## src/rtl/scs1a_pkg.sv

```systemverilog
// Package for the scan code set 1 to ASCII decoder.
// Holds the result type, the key codes and the keymap ROM; no dependencies.
`default_nettype none

package scs1a_pkg;

    localparam int SCAN_W  = 8;
    localparam int CHAR_W  = 7;
    localparam int ROW_W   = 6;
    localparam int TDATA_W = 16;

    localparam logic [SCAN_W-1:0] PREFIX_BYTE = 8'hE0;
    localparam logic [CHAR_W-1:0] ROM_ROWS    = 7'h3B;
    localparam logic [CHAR_W-1:0] KEY_CTRL    = 7'h1D;
    localparam logic [CHAR_W-1:0] KEY_ALT     = 7'h38;
    localparam logic [CHAR_W-1:0] KEY_LSHIFT  = 7'h2A;
    localparam logic [CHAR_W-1:0] KEY_RSHIFT  = 7'h36;
    localparam logic [CHAR_W-1:0] KEY_CAPS    = 7'h3A;

    typedef struct packed {
        logic              caps_on;
        logic              alt_down;
        logic              ctrl_down;
        logic              shift_down;
        logic [CHAR_W-1:0] char_code;
        logic              char_valid;
    } t_result;

    // Digits and symbols: shifted column follows shift only.
    function automatic logic is_symbol_key(input logic [ROW_W-1:0] row);
        logic r;
        r = 1'b0;
        case (row)
            6'h1A, 6'h1B, 6'h27, 6'h28, 6'h29, 6'h2B, 6'h33, 6'h34, 6'h35: r = 1'b1;
            default: r = (row < 6'h0E);
        endcase
        return r;
    endfunction

    // Returns {shifted, plain}; zero for modifiers and unused rows.
    function automatic logic [2*CHAR_W-1:0] keymap(input logic [ROW_W-1:0] row);
        logic [2*CHAR_W-1:0] r;
        r = '0;
        unique case (row)
            6'h01: r = {7'h1B, 7'h1B};   // esc
            6'h02: r = {7'h21, 7'h31};
            6'h03: r = {7'h40, 7'h32};
            6'h04: r = {7'h23, 7'h33};
            6'h05: r = {7'h24, 7'h34};
            6'h06: r = {7'h25, 7'h35};
            6'h07: r = {7'h5E, 7'h36};
            6'h08: r = {7'h26, 7'h37};
            6'h09: r = {7'h2A, 7'h38};
            6'h0A: r = {7'h28, 7'h39};
            6'h0B: r = {7'h29, 7'h30};
            6'h0C: r = {7'h5F, 7'h2D};
            6'h0D: r = {7'h2B, 7'h3D};
            6'h0E: r = {7'h08, 7'h08};   // backspace
            6'h0F: r = {7'h09, 7'h09};   // tab
            6'h10: r = {7'h51, 7'h71};
            6'h11: r = {7'h57, 7'h77};
            6'h12: r = {7'h45, 7'h65};
            6'h13: r = {7'h52, 7'h72};
            6'h14: r = {7'h54, 7'h74};
            6'h15: r = {7'h59, 7'h79};
            6'h16: r = {7'h55, 7'h75};
            6'h17: r = {7'h49, 7'h69};
            6'h18: r = {7'h4F, 7'h6F};
            6'h19: r = {7'h50, 7'h70};
            6'h1A: r = {7'h7B, 7'h5B};
            6'h1B: r = {7'h7D, 7'h5D};
            6'h1C: r = {7'h0D, 7'h0D};   // enter
            6'h1E: r = {7'h41, 7'h61};
            6'h1F: r = {7'h53, 7'h73};
            6'h20: r = {7'h44, 7'h64};
            6'h21: r = {7'h46, 7'h66};
            6'h22: r = {7'h47, 7'h67};
            6'h23: r = {7'h48, 7'h68};
            6'h24: r = {7'h4A, 7'h6A};
            6'h25: r = {7'h4B, 7'h6B};
            6'h26: r = {7'h4C, 7'h6C};
            6'h27: r = {7'h3A, 7'h3B};
            6'h28: r = {7'h22, 7'h27};
            6'h29: r = {7'h7E, 7'h60};
            6'h2B: r = {7'h7C, 7'h5C};
            6'h2C: r = {7'h5A, 7'h7A};
            6'h2D: r = {7'h58, 7'h78};
            6'h2E: r = {7'h43, 7'h63};
            6'h2F: r = {7'h56, 7'h76};
            6'h30: r = {7'h42, 7'h62};
            6'h31: r = {7'h4E, 7'h6E};
            6'h32: r = {7'h4D, 7'h6D};
            6'h33: r = {7'h3C, 7'h2C};
            6'h34: r = {7'h3E, 7'h2E};
            6'h35: r = {7'h3F, 7'h2F};
            6'h37: r = {7'h2A, 7'h2A};   // keypad *
            6'h39: r = {7'h20, 7'h20};   // space
            default: r = '0;
        endcase
        return r;
    endfunction

endpackage

`default_nettype wire

```

## src/rtl/scs1a_core.sv

```systemverilog
// Decode core: modifier/prefix state and the keymap lookup for one byte.
// Depends on scs1a_pkg.
`default_nettype none

module scs1a_core (
    input  wire logic                          i_clk,
    input  wire logic                          i_rst_n,
    input  wire logic                          i_advance,
    input  wire logic [scs1a_pkg::SCAN_W-1:0]  i_scan_byte,
    output scs1a_pkg::t_result                 o_result
);
    import scs1a_pkg::*;

    logic r_ext, r_shift, r_ctrl, r_alt, r_caps;
    logic n_ext, n_shift, n_ctrl, n_alt, n_caps;

    logic [CHAR_W-1:0]   low7;
    logic [ROW_W-1:0]    row;
    logic [2*CHAR_W-1:0] entry;
    logic                col;
    logic [CHAR_W-1:0]   ch;
    logic                hit;

    assign low7  = i_scan_byte[CHAR_W-1:0];
    assign row   = low7[ROW_W-1:0];
    assign entry = keymap(row);
    assign col   = is_symbol_key(row) ? r_shift : (r_shift ^ r_caps);
    assign ch    = col ? entry[2*CHAR_W-1:CHAR_W] : entry[CHAR_W-1:0];

    always_comb begin
        n_ext   = r_ext;
        n_shift = r_shift;
        n_ctrl  = r_ctrl;
        n_alt   = r_alt;
        n_caps  = r_caps;
        hit     = 1'b0;
        if (i_scan_byte == PREFIX_BYTE) begin
            n_ext = 1'b1;
        end else begin
            n_ext = 1'b0;
            if (i_scan_byte[SCAN_W-1]) begin
                // break: extended shift breaks release nothing
                if (low7 == KEY_CTRL) begin
                    n_ctrl = 1'b0;
                end else if (low7 == KEY_ALT) begin
                    n_alt = 1'b0;
                end else if (!r_ext && (low7 == KEY_LSHIFT || low7 == KEY_RSHIFT)) begin
                    n_shift = 1'b0;
                end
            end else if (r_ext) begin
                if (low7 == KEY_CTRL) begin
                    n_ctrl = 1'b1;
                end else if (low7 == KEY_ALT) begin
                    n_alt = 1'b1;
                end
            end else if (low7 != '0 && low7 < ROM_ROWS) begin
                if (ch != '0) begin
                    hit = 1'b1;
                end else if (low7 == KEY_CTRL) begin
                    n_ctrl = 1'b1;
                end else if (low7 == KEY_ALT) begin
                    n_alt = 1'b1;
                end else if (low7 == KEY_LSHIFT || low7 == KEY_RSHIFT) begin
                    n_shift = 1'b1;
                end else if (low7 == KEY_CAPS) begin
                    n_caps = ~r_caps;
                end
            end
        end
    end

    always_comb begin
        o_result.char_valid = hit;
        o_result.char_code  = hit ? ch : '0;
        o_result.shift_down = n_shift;
        o_result.ctrl_down  = n_ctrl;
        o_result.alt_down   = n_alt;
        o_result.caps_on    = n_caps;
    end

    always_ff @(posedge i_clk) begin
        if (!i_rst_n) begin
            r_ext   <= 1'b0;
            r_shift <= 1'b0;
            r_ctrl  <= 1'b0;
            r_alt   <= 1'b0;
            r_caps  <= 1'b0;
        end else if (i_advance) begin
            r_ext   <= n_ext;
            r_shift <= n_shift;
            r_ctrl  <= n_ctrl;
            r_alt   <= n_alt;
            r_caps  <= n_caps;
        end
    end

endmodule

`default_nettype wire

```

## src/rtl/scancode_set1_to_ascii.sv

```systemverilog
// Scan code set 1 to ASCII decoder, top level. Uses scs1a_pkg and scs1a_core.
// Each request passes through an input register and then a result register.
// Throughput: one request per cycle while m_tready is high; the decode is a single keymap ROM read
//   plus the modifier update between the two registers.
// Reset: synchronous, active low; clears the valid flags of both stages and all modifier/prefix state.
`default_nettype none

module scancode_set1_to_ascii (
    input  wire logic                           i_clk,
    input  wire logic                           i_rst_n,
    // slave side
    input  wire logic                           s_tvalid,
    output      logic                           s_tready,
    input  wire logic [scs1a_pkg::SCAN_W-1:0]   s_tdata,   // [7:0] scan_byte
    // master side
    output      logic                           m_tvalid,
    input  wire logic                           m_tready,
    // [0] char_valid, [7:1] char_code, [8] shift_down, [9] ctrl_down,
    // [10] alt_down, [11] caps_on, [15:12] zero
    output      logic [scs1a_pkg::TDATA_W-1:0]  m_tdata
);
    import scs1a_pkg::*;

    logic              r_in_valid;
    logic [SCAN_W-1:0] r_in_byte;
    logic              r_out_valid;
    t_result           r_out;

    logic    move;      // input stage hands its byte to the result register
    t_result result;

    assign move     = r_in_valid && (!r_out_valid || m_tready);
    assign s_tready = !r_in_valid || move;

    // State advances exactly when a byte is decoded into the result register,
    // so byte order is kept under any stall pattern.
    scs1a_core u_core (
        .i_clk       (i_clk),
        .i_rst_n     (i_rst_n),
        .i_advance   (move),
        .i_scan_byte (r_in_byte),
        .o_result    (result)
    );

    always_ff @(posedge i_clk) begin
        if (!i_rst_n) begin
            r_in_valid <= 1'b0;
        end else if (s_tready) begin
            r_in_valid <= s_tvalid;
        end
    end

    always_ff @(posedge i_clk) begin
        if (s_tvalid && s_tready) begin
            r_in_byte <= s_tdata;
        end
    end

    always_ff @(posedge i_clk) begin
        if (!i_rst_n) begin
            r_out_valid <= 1'b0;
        end else if (move) begin
            r_out_valid <= 1'b1;
        end else if (m_tready) begin
            r_out_valid <= 1'b0;
        end
    end

    always_ff @(posedge i_clk) begin
        if (move) begin
            r_out <= result;
        end
    end

    assign m_tvalid = r_out_valid;
    assign m_tdata  = {{(TDATA_W - $bits(t_result)){1'b0}}, r_out};

endmodule

`default_nettype wire
```

## config.mk

```make
export PLATFORM = sky130hd
export DESIGN_NAME = scancode_set1_to_ascii
export DESIGN_NICKNAME = d
export VERILOG_FILES = /design/src/rtl/scs1a_pkg.sv /design/src/rtl/scs1a_core.sv /design/src/rtl/scancode_set1_to_ascii.sv
export SDC_FILE = /design/constraint.sdc
export NUM_CORES = 1
export LEC_CHECK = 0
export CAP_MARGIN = 20
export CELL_PAD_IN_SITES_DETAIL_PLACEMENT = 0
export CELL_PAD_IN_SITES_GLOBAL_PLACEMENT = 1
export CORE_MARGIN = 4
export CORE_UTILIZATION = 25
export DETAILED_ROUTE_END_ITERATION = 12
export DONT_BUFFER_PORTS = 1
export GPL_TIMING_DRIVEN = 0
export PLACE_DENSITY = 0.51
export SYNTH_ARGS = -nofsm -noshare
export SYNTH_HDL_FRONTEND = slang
export SYNTH_SLANG_ARGS = --single-unit
export TNS_END_PERCENT = 5
```

## constraint.sdc

```tcl
create_clock -name i_clk -period 2.8 [get_ports i_clk]
set_input_delay 0.42 -clock i_clk [delete_from_list [all_inputs] [get_ports i_clk]]
set_output_delay 0.42 -clock i_clk [all_outputs]
set_load 0.05 [all_outputs]
```

==> results of run 1 <==
## cells by family after synthesis
logic type,count (synthesis)
xor+xnor,4
compound gates,107
fa+ha+maj,11
buf+inv,40
simple gates,152
flops,41
other cells,1
mux,14
## power breakdown
| group | leakage [nW] | internal, W | switching, W |
|---|---|---|---|
| clock | 0.0856 | 0.000409 | 0.000233 |
| sequential | 0.364 | 0.000692 | 0.0000699 |
| combinational | 0.845 | 0.000162 | 0.000293 |
## metrics by stage
step | std cells | area [um2] | worst slack [ns] | power [W]
after global placement | 541 | 3320 | -0.509 | 0.00122
after detailed placement | 541 | 3320 | -0.384 | 0.00120
after global routing | 549 | 3560 | -0.153 | 0.00196
final | 549 | 3560 | 0.00665 | 0.00186
after floorplan | 373 | 3110 | 0.147 | 0.00108
after CTS | 549 | 3520 | -0.0610 | 0.00186
## worst register-to-register path: stages, from the launching register on
cell	delay (ns)
dfxtp_1	0.29
clkbuf_4	0.17
and3b_2	0.25
o211ai_4	0.51
inv_2	0.29
ha_1	0.28
nor2_1	0.20
o21ai_0	0.16
and3_1	0.23
o31ai_1	0.31
## cells in the mapped netlist, types with 5 or more instances
library cell and count:
a211oi_1 10, a21oi_1 18, buf_2 8, buf_4 10
dfxtp_1 21, edfxtp_1 20, ha_1 11, inv_1 10
mux2i_1 13, nand2_1 45, nand2b_1 7, nand3_1 15
nand4b_1 8, nor2_1 44, nor3_1 9, o211a_1 5
o211ai_1 9, o21ai_0 22
## state kept, by name (all words and copies together) (netlist names)
register,cells
u_core.entry,14
m_tvalid,1
u_core.r_ctrl,1
u_core.r_alt,1
u_core.r_ext,1
u_core.r_shift,1
r_in_valid,1
r_in_byte,8
u_core.r_caps,1
m_tdata,12
## final cells by class
| class | instances | area, um2 |
|---|---|---|
| Fill cell | 1265 | 8500 |
| Multi-Input combinational cell | 292 | 1920 |
| Sequential cell | 41 | 1020 |
| Tap cell | 168 | 210 |
| Buffer | 28 | 188 |
| Clock buffer | 7 | 164 |
| Inverter | 12 | 45.0 |
| Clock inverter | 1 | 6.26 |
## worst max path at each step
stage / cells past startpoint / endpoint / start / slack, ns
after floorplan: 10 / u_core.entry[3] / m_tvalid / 0.15
after global placement: 10 / u_core.entry[3] / m_tvalid / -0.51
after detailed placement: 10 / u_core.entry[3] / m_tvalid / -0.38
after CTS: 11 / u_core.entry[8] / m_tvalid / -0.06
after global routing: 12 / u_core.entry[2] / r_in_valid / -0.15
final: 9 / u_core.entry[4] / r_in_valid / 0.007
## cell usage in the layout, fill, tap and decap left out, drive strengths merged, types with 13 or more instances in the layout
cell,instances
a21oi,20
dfxtp,21
nor2,44
o21ai,22
mux2i,13
edfxtp,20
nand2,45
nand3,15
buf,23
## metal layers
layer  track usage  wire length [um]  up-vias
met5             0                 0        -
met4        0.0365               168        0
met3        0.0180               378       13
met2         0.210              4130       87
met1         0.181              4380     1349
li1              -                 -     1383
## timing repair
| action | in CTS | in global routing |
|---|---|---|
| hold buffers | 0 | 0 |
| buffers inserted | 0 | 0 |
| pin swaps | 0 | 1 |
| endpoints found under the setup margin | 12 | 12 |
| gates resized for setup | 10 | 8 |
==> results list, run 1 <==
- For this run, design rule violations remaining after detail routing come to 0.
- Synth unique cells: 64
* 1st-iter DRT viols: 228
* Share of cells above drive strength 1: 0.139
- Of the synthesized area, sequential elements account for 0.330.
- STA classifies the critical path endpoint as a register.
- Top Ports: 30
* Required time worst endpoint: 2.97 ns
* Delay of the slowest cell on the worst path: 0.51 ns
- In the routed layout, each cell is associated on average with a via count of 5.16.
- Achievable clock frequency: 0.358 GHz
* Worst hold path cell count: 0
- H-tree depth: 2
- Clock-pin slew on the worst setup and hold paths: 0.06 ns
- Depth of the most critical reg-to-reg path: 9
* Crit Reg-Reg Startpoint: r_in_valid
- The worst setup path is of the register to register kind.
- In this run the tool buffered the top-level ports with 0 buffer cells.
- The die covers 14200 um2.
* Share of flip-flops with an asynchronous set or reset after synthesis: 0
- Among all flip-flop cells after synthesis, the most frequent one is dfxtp_1.
- The die is 119 um wide.
- Critical Path Start Type: register
- Fin crit period: 2.79 ns
- Mux share of post-synthesis cell area: 0.0469
- Cells taking the most area after synthesis: edfxtp_1, dfxtp_1, nand2_1
- Final max-slew violation count: 0
- At the pin with the least slew margin, the transition time is 0.731 ns.
* Y dimension of the die: 119 um
- CTS tree: yes
- In this run the power density over the cells is 523 nW/um2.
* Crit path max-delay cell type: o211ai_4
- The floorplan step defined a core boundary enclosing 12100 um2.
- The cell area that synthesis handed to floorplanning was 3100 um2.
* Clk root buf: clkbuf_16
- Post-detail-place hpwl: 6790 um
- Worst IR drop on VDD: 197 uV
* Num Clock Sinks: 41
- Tot GR Track Use: 0.130
* # diodes: 0
- Among cell families on the critical path, the largest total delay comes from compound AO/OA/AOI/OAI gates.
* Antenna violations before repair: 0
* Syn Area/Cell: 8.37 um2
* Top-area cell type share of the netlist area: 0.194
- During synthesis, Yosys emitted a total of 0 warnings.
- Reg-to-reg slack, setup: 0.007 ns
* Final weighted congestion of routability-driven global placement: 0.837
- For the worst-skew pair, the clock arrives at the later sink with an insertion delay of 0.28 ns.
* Worst flop-to-flop path endpoint: u_core.entry[4]
- Hold timing on the final database bottoms out at a slack of 0.231 ns.
* Starting Density: 0.257
- Critical path peak fanout: 14
- Run status: finished clean
- Hold/Removal Path Class: input port to register
- Hold EP: r_in_byte[2]
- Clk buf depth: 2
* Data arrival time of the critical path: 2.96 ns
* Row count: 40
* Synthesized-area fraction occupied by and/or/nand/nor cells: 0.241
* Portion of the clock cycle consumed by the worst path in the final layout: 0.998
- Hold wc startpoint: s_tdata[2]
- From synthesis to final layout, the design area changed by 14.9%.
- GRT overflow: 0
* Final core area utilization: 0.295
- Final wirelength: 9050 um
- In this run, CTS created clock tree buffers numbering 5.
* Reported max-cap violation count: 0
* Dominant combinational cell family by area after synthesis: compound AO/OA/AOI/OAI gates
- Final Setup Violations: 0
* Compound-Gate Fraction of Synth Area: 0.252
- Largest net degree at the start of global routing: 18
- Number of cells produced by synthesis: 370
- The synthesized design spends more area on one cell type than any other, namely edfxtp_1.
* Aggregate negative setup slack: 0 ns
- Skew final: 0.00530 ns
- The first detailed-routing pass ran for 6 iterations.
- Of the total synthesized cell area, the portion taken by full adders, half adders and majority gates is 0.0444.
- Vias after detailed routing: 2832
- Headroom to the max-slew limit came out at 0.506.
- Flip-flop and latch count after synthesis: 41
- Of the total synthesized cell area, the portion taken by XOR and XNOR cells is 0.0137.
- Static leakage: 1.29 nW
* Count of endpoints failing hold in the final timing report: 0
- Final #Nets: 403
* CP cell instances: clkbuf_4 > and3b_2 > o211ai_4 > inv_2 > ha_1 > nor2_1 > o21ai_0 > and3_1 > o31ai_1
* Unrepaired setup endpoints after global routing: yes
- The number of global-route vias before repair was 2781.
- First-pass GRT wire length: 15200 um
* Final routed wire length divided by cell count: 16.5 um
- The critical path contains buffers and inverters numbering 2 combined.
- Post-detailed-route count of antenna-violating nets: 0
- Post-synth EDFFs: 20
No activity file was read; power rests on OpenSTA's default activity.
==> inputs of run 2 (changes only) <==
PLACE_DENSITY = 0.55   (was 0.51)
==> run 2 against run 1 <==
Worst setup slack better by 0.044 ns. Combinational power up 3%. Via count up 1.6%. Sequential share of layout area down 0.32 points. Fmax up 1.6%. Largest cell class unchanged.
==> results list, run 2 (synthesized netlist as in run 1, its figures left out) <==
- Clk root buf: clkbuf_16
- The H-tree generated during clock tree synthesis spans 2 levels.
- Across the VDD grid, the largest voltage drop is 190 uV.
- The clock passes through at most 2 buffers.
* Final routed wire length divided by cell count: 16.5 um
* Required time worst endpoint: 2.97 ns
- TritonCTS built the clock tree.
- Tot GR Track Use: 0.128
- Summing all flip-flop and latch instances after layout gives 1020 um2.
- In this run the worst path has a maximum fanout of 12.
- Data arrival time of the critical path: 2.92 ns
* Portion of the clock cycle consumed by the worst path in the final layout: 0.982
* Static leakage: 1.30 nW
- Share of cells above drive strength 1: 0.151
- The final count of pins violating max slew came to 0.
- Critical Path Start: m_tvalid
* GRT overflow: 0
- The die is 119 um tall.
* Placeable core area: 12100 um2
* GR Layer Usage met3: 0.0261
- By startpoint and endpoint, the worst setup path is classified as register to register.
- The register with the most flip-flops in the layout has 14 of them.
- Summing all multi-input logic gate instances after layout gives 1920 um2.
- Met1 track demand over resource in global routing: 0.168
* Crit Reg-Reg Startpoint: m_tvalid
- Final design instance area without fill: 3600 um2
* Post-detail-place hpwl: 6690 um
* Top Ports: 30
- Starting Density: 0.257
- In the global route stage, met2 resource usage came out at 0.206.
- On the final layout, the worst clock skew is 0.00726 ns.
- 1st-iter DRT viols: 276
* Fin crit period: 2.75 ns
* Full die area: 14200 um2
- Power spread over the standard cell area amounts to 519 nW/um2.
- Crit path max-delay cell type: dfxtp_4
* First-pass GRT wire length: 15000 um
* Num Clock Sinks: 41
- From synthesis to final layout, the design area changed by 16.2%.
- Most frequent cells in the layout: nand2_1, nor2_1, o21ai_0, edfxtp_1, dfxtp_1
* Actual slew at the worst max-slew pin: 0.712 ns
- Detailed-router iteration count before antenna repair: 5
- CP cell instances: and3b_2 > buf_6 > o211a_1 > clkbuf_4 > buf_8 > clkinvlp_4 > ha_4 > nor2_1 > nand3b_1 > o311a_1 > a211oi_1
* Endpoint class of the critical path: register
- The count of nets left with antenna violations once routing finished came out at 0.
- The final-report hold violation count is 0.
* Final total power: 0.00187 W
* Layout filler cell count: 1274
* # diodes: 0
- Leading cell type in the layout, fill and taps excluded: nand2_1
- Clock latency on the worst-skew pair, taken at its later pin, is 0.28 ns.
* Final Setup Violations: 0
- Vias in the first global route: 2886
* Hold Buf Count CTS: 0
* Count of input and output buffers: 0
- Unrepaired setup endpoints after global routing: yes
* Run status: finished clean
* Final weighted congestion of routability-driven global placement: 0.853
- Clock-pin slew on the worst setup and hold paths: 0.06 ns
* Most congested layer reported by global routing: met2
* Vias after detailed routing: 2876
- Die width: 119 um
* Vias per cell: 5.20
- After routing, the total negative slack on setup checks comes to 0 ns.
* Row count: 40
* Final wirelength: 9140 um
- The tightest min-delay check is of the input port to register type.
- Reported max-cap violation count: 0
- Post-detailed-route DRC marker count: 0
* Remaining max-slew budget at the tightest pin: 0.519
- Worst Hold Slack: 0.233 ns
* Critical Path Start Type: register
- The largest single stage delay on the critical path is 0.47 ns.
* Final #Nets: 407
* Largest net degree at the start of global routing: 18
- CTS Buf Count: 5
- Achievable clock frequency: 0.364 GHz
- For this run, the share of the core covered by cells in the final layout is 0.298.
* Placed Area: 3320 um2
- The initial antenna violation count was 0.
- The worst hold path begins at s_tdata[6].
## run 2: cell types whose count changed in the layout (fill, tap and decap cells not counted), moves of 2 or more
cell / delta
buf_4: +2
clkinvlp_4: +2
o311ai_0: -2
o311ai_1: +2
## run 2: per-layer routing
layer	part of all wire	up-vias
met5	0	-
met4	0.014	0
met3	0.052	16
met2	0.47	87
met1	0.46	1383
li1	-	1390
## run 2: cell type report
| cell class | instances | share of cell area |
|---|---|---|
| Multi-Input combinational cell | 292 | 0.534 |
| Sequential cell | 41 | 0.285 |
| Timing Repair Buffer | 4 | 0.00730 |
| Clock inverter | 3 | 0.0115 |
| Inverter | 12 | 0.0136 |
| Tap cell | 168 | 0.0584 |
| Buffer | 28 | 0.0553 |
| Clock buffer | 5 | 0.0348 |
## run 2: repair_timing
action,in CTS,in global routing
endpoints found under the setup margin,12,11
buffers inserted,1,3
gates resized for setup,10,16
cloned,0,0
hold endpoints to repair,0,0
pin swaps,0,2
## run 2: final timing paths
kind                endpoint  slack, ns  cells past startpoint
max reg2reg  u_core.entry[9]       0.05                     11
max          u_core.entry[9]       0.05                     11
min reg2reg    u_core.r_ctrl       0.51                      2
min             r_in_byte[6]       0.23                      0
## run 2: per-stage QoR
| stage | instances | worst slack (ns) |
|---|---|---|
| CTS | 550 | -0.0377 |
| global placement | 541 | -0.461 |
| finish | 553 | 0.0502 |
| detailed placement | 541 | -0.392 |
| global route | 553 | -0.0256 |
| floorplan | 373 | 0.147 |
## run 2: worst max-delay path: cells and delay by family, from the launching register on
family	cells	cell delay [ns]
AO/OA/AOI/OAI	3	0.63
adder cells (fa/ha/maj)	1	0.35
buffers and inverters	4	0.68
flip-flops	1	0.47
AND/OR/NAND/NOR	3	0.49
## run 2: where the power goes
part / switching (W) / internal, W
registers: 0.0000687 / 0.000692
logic: 0.000298 / 0.000170
clock network: 0.000221 / 0.000417
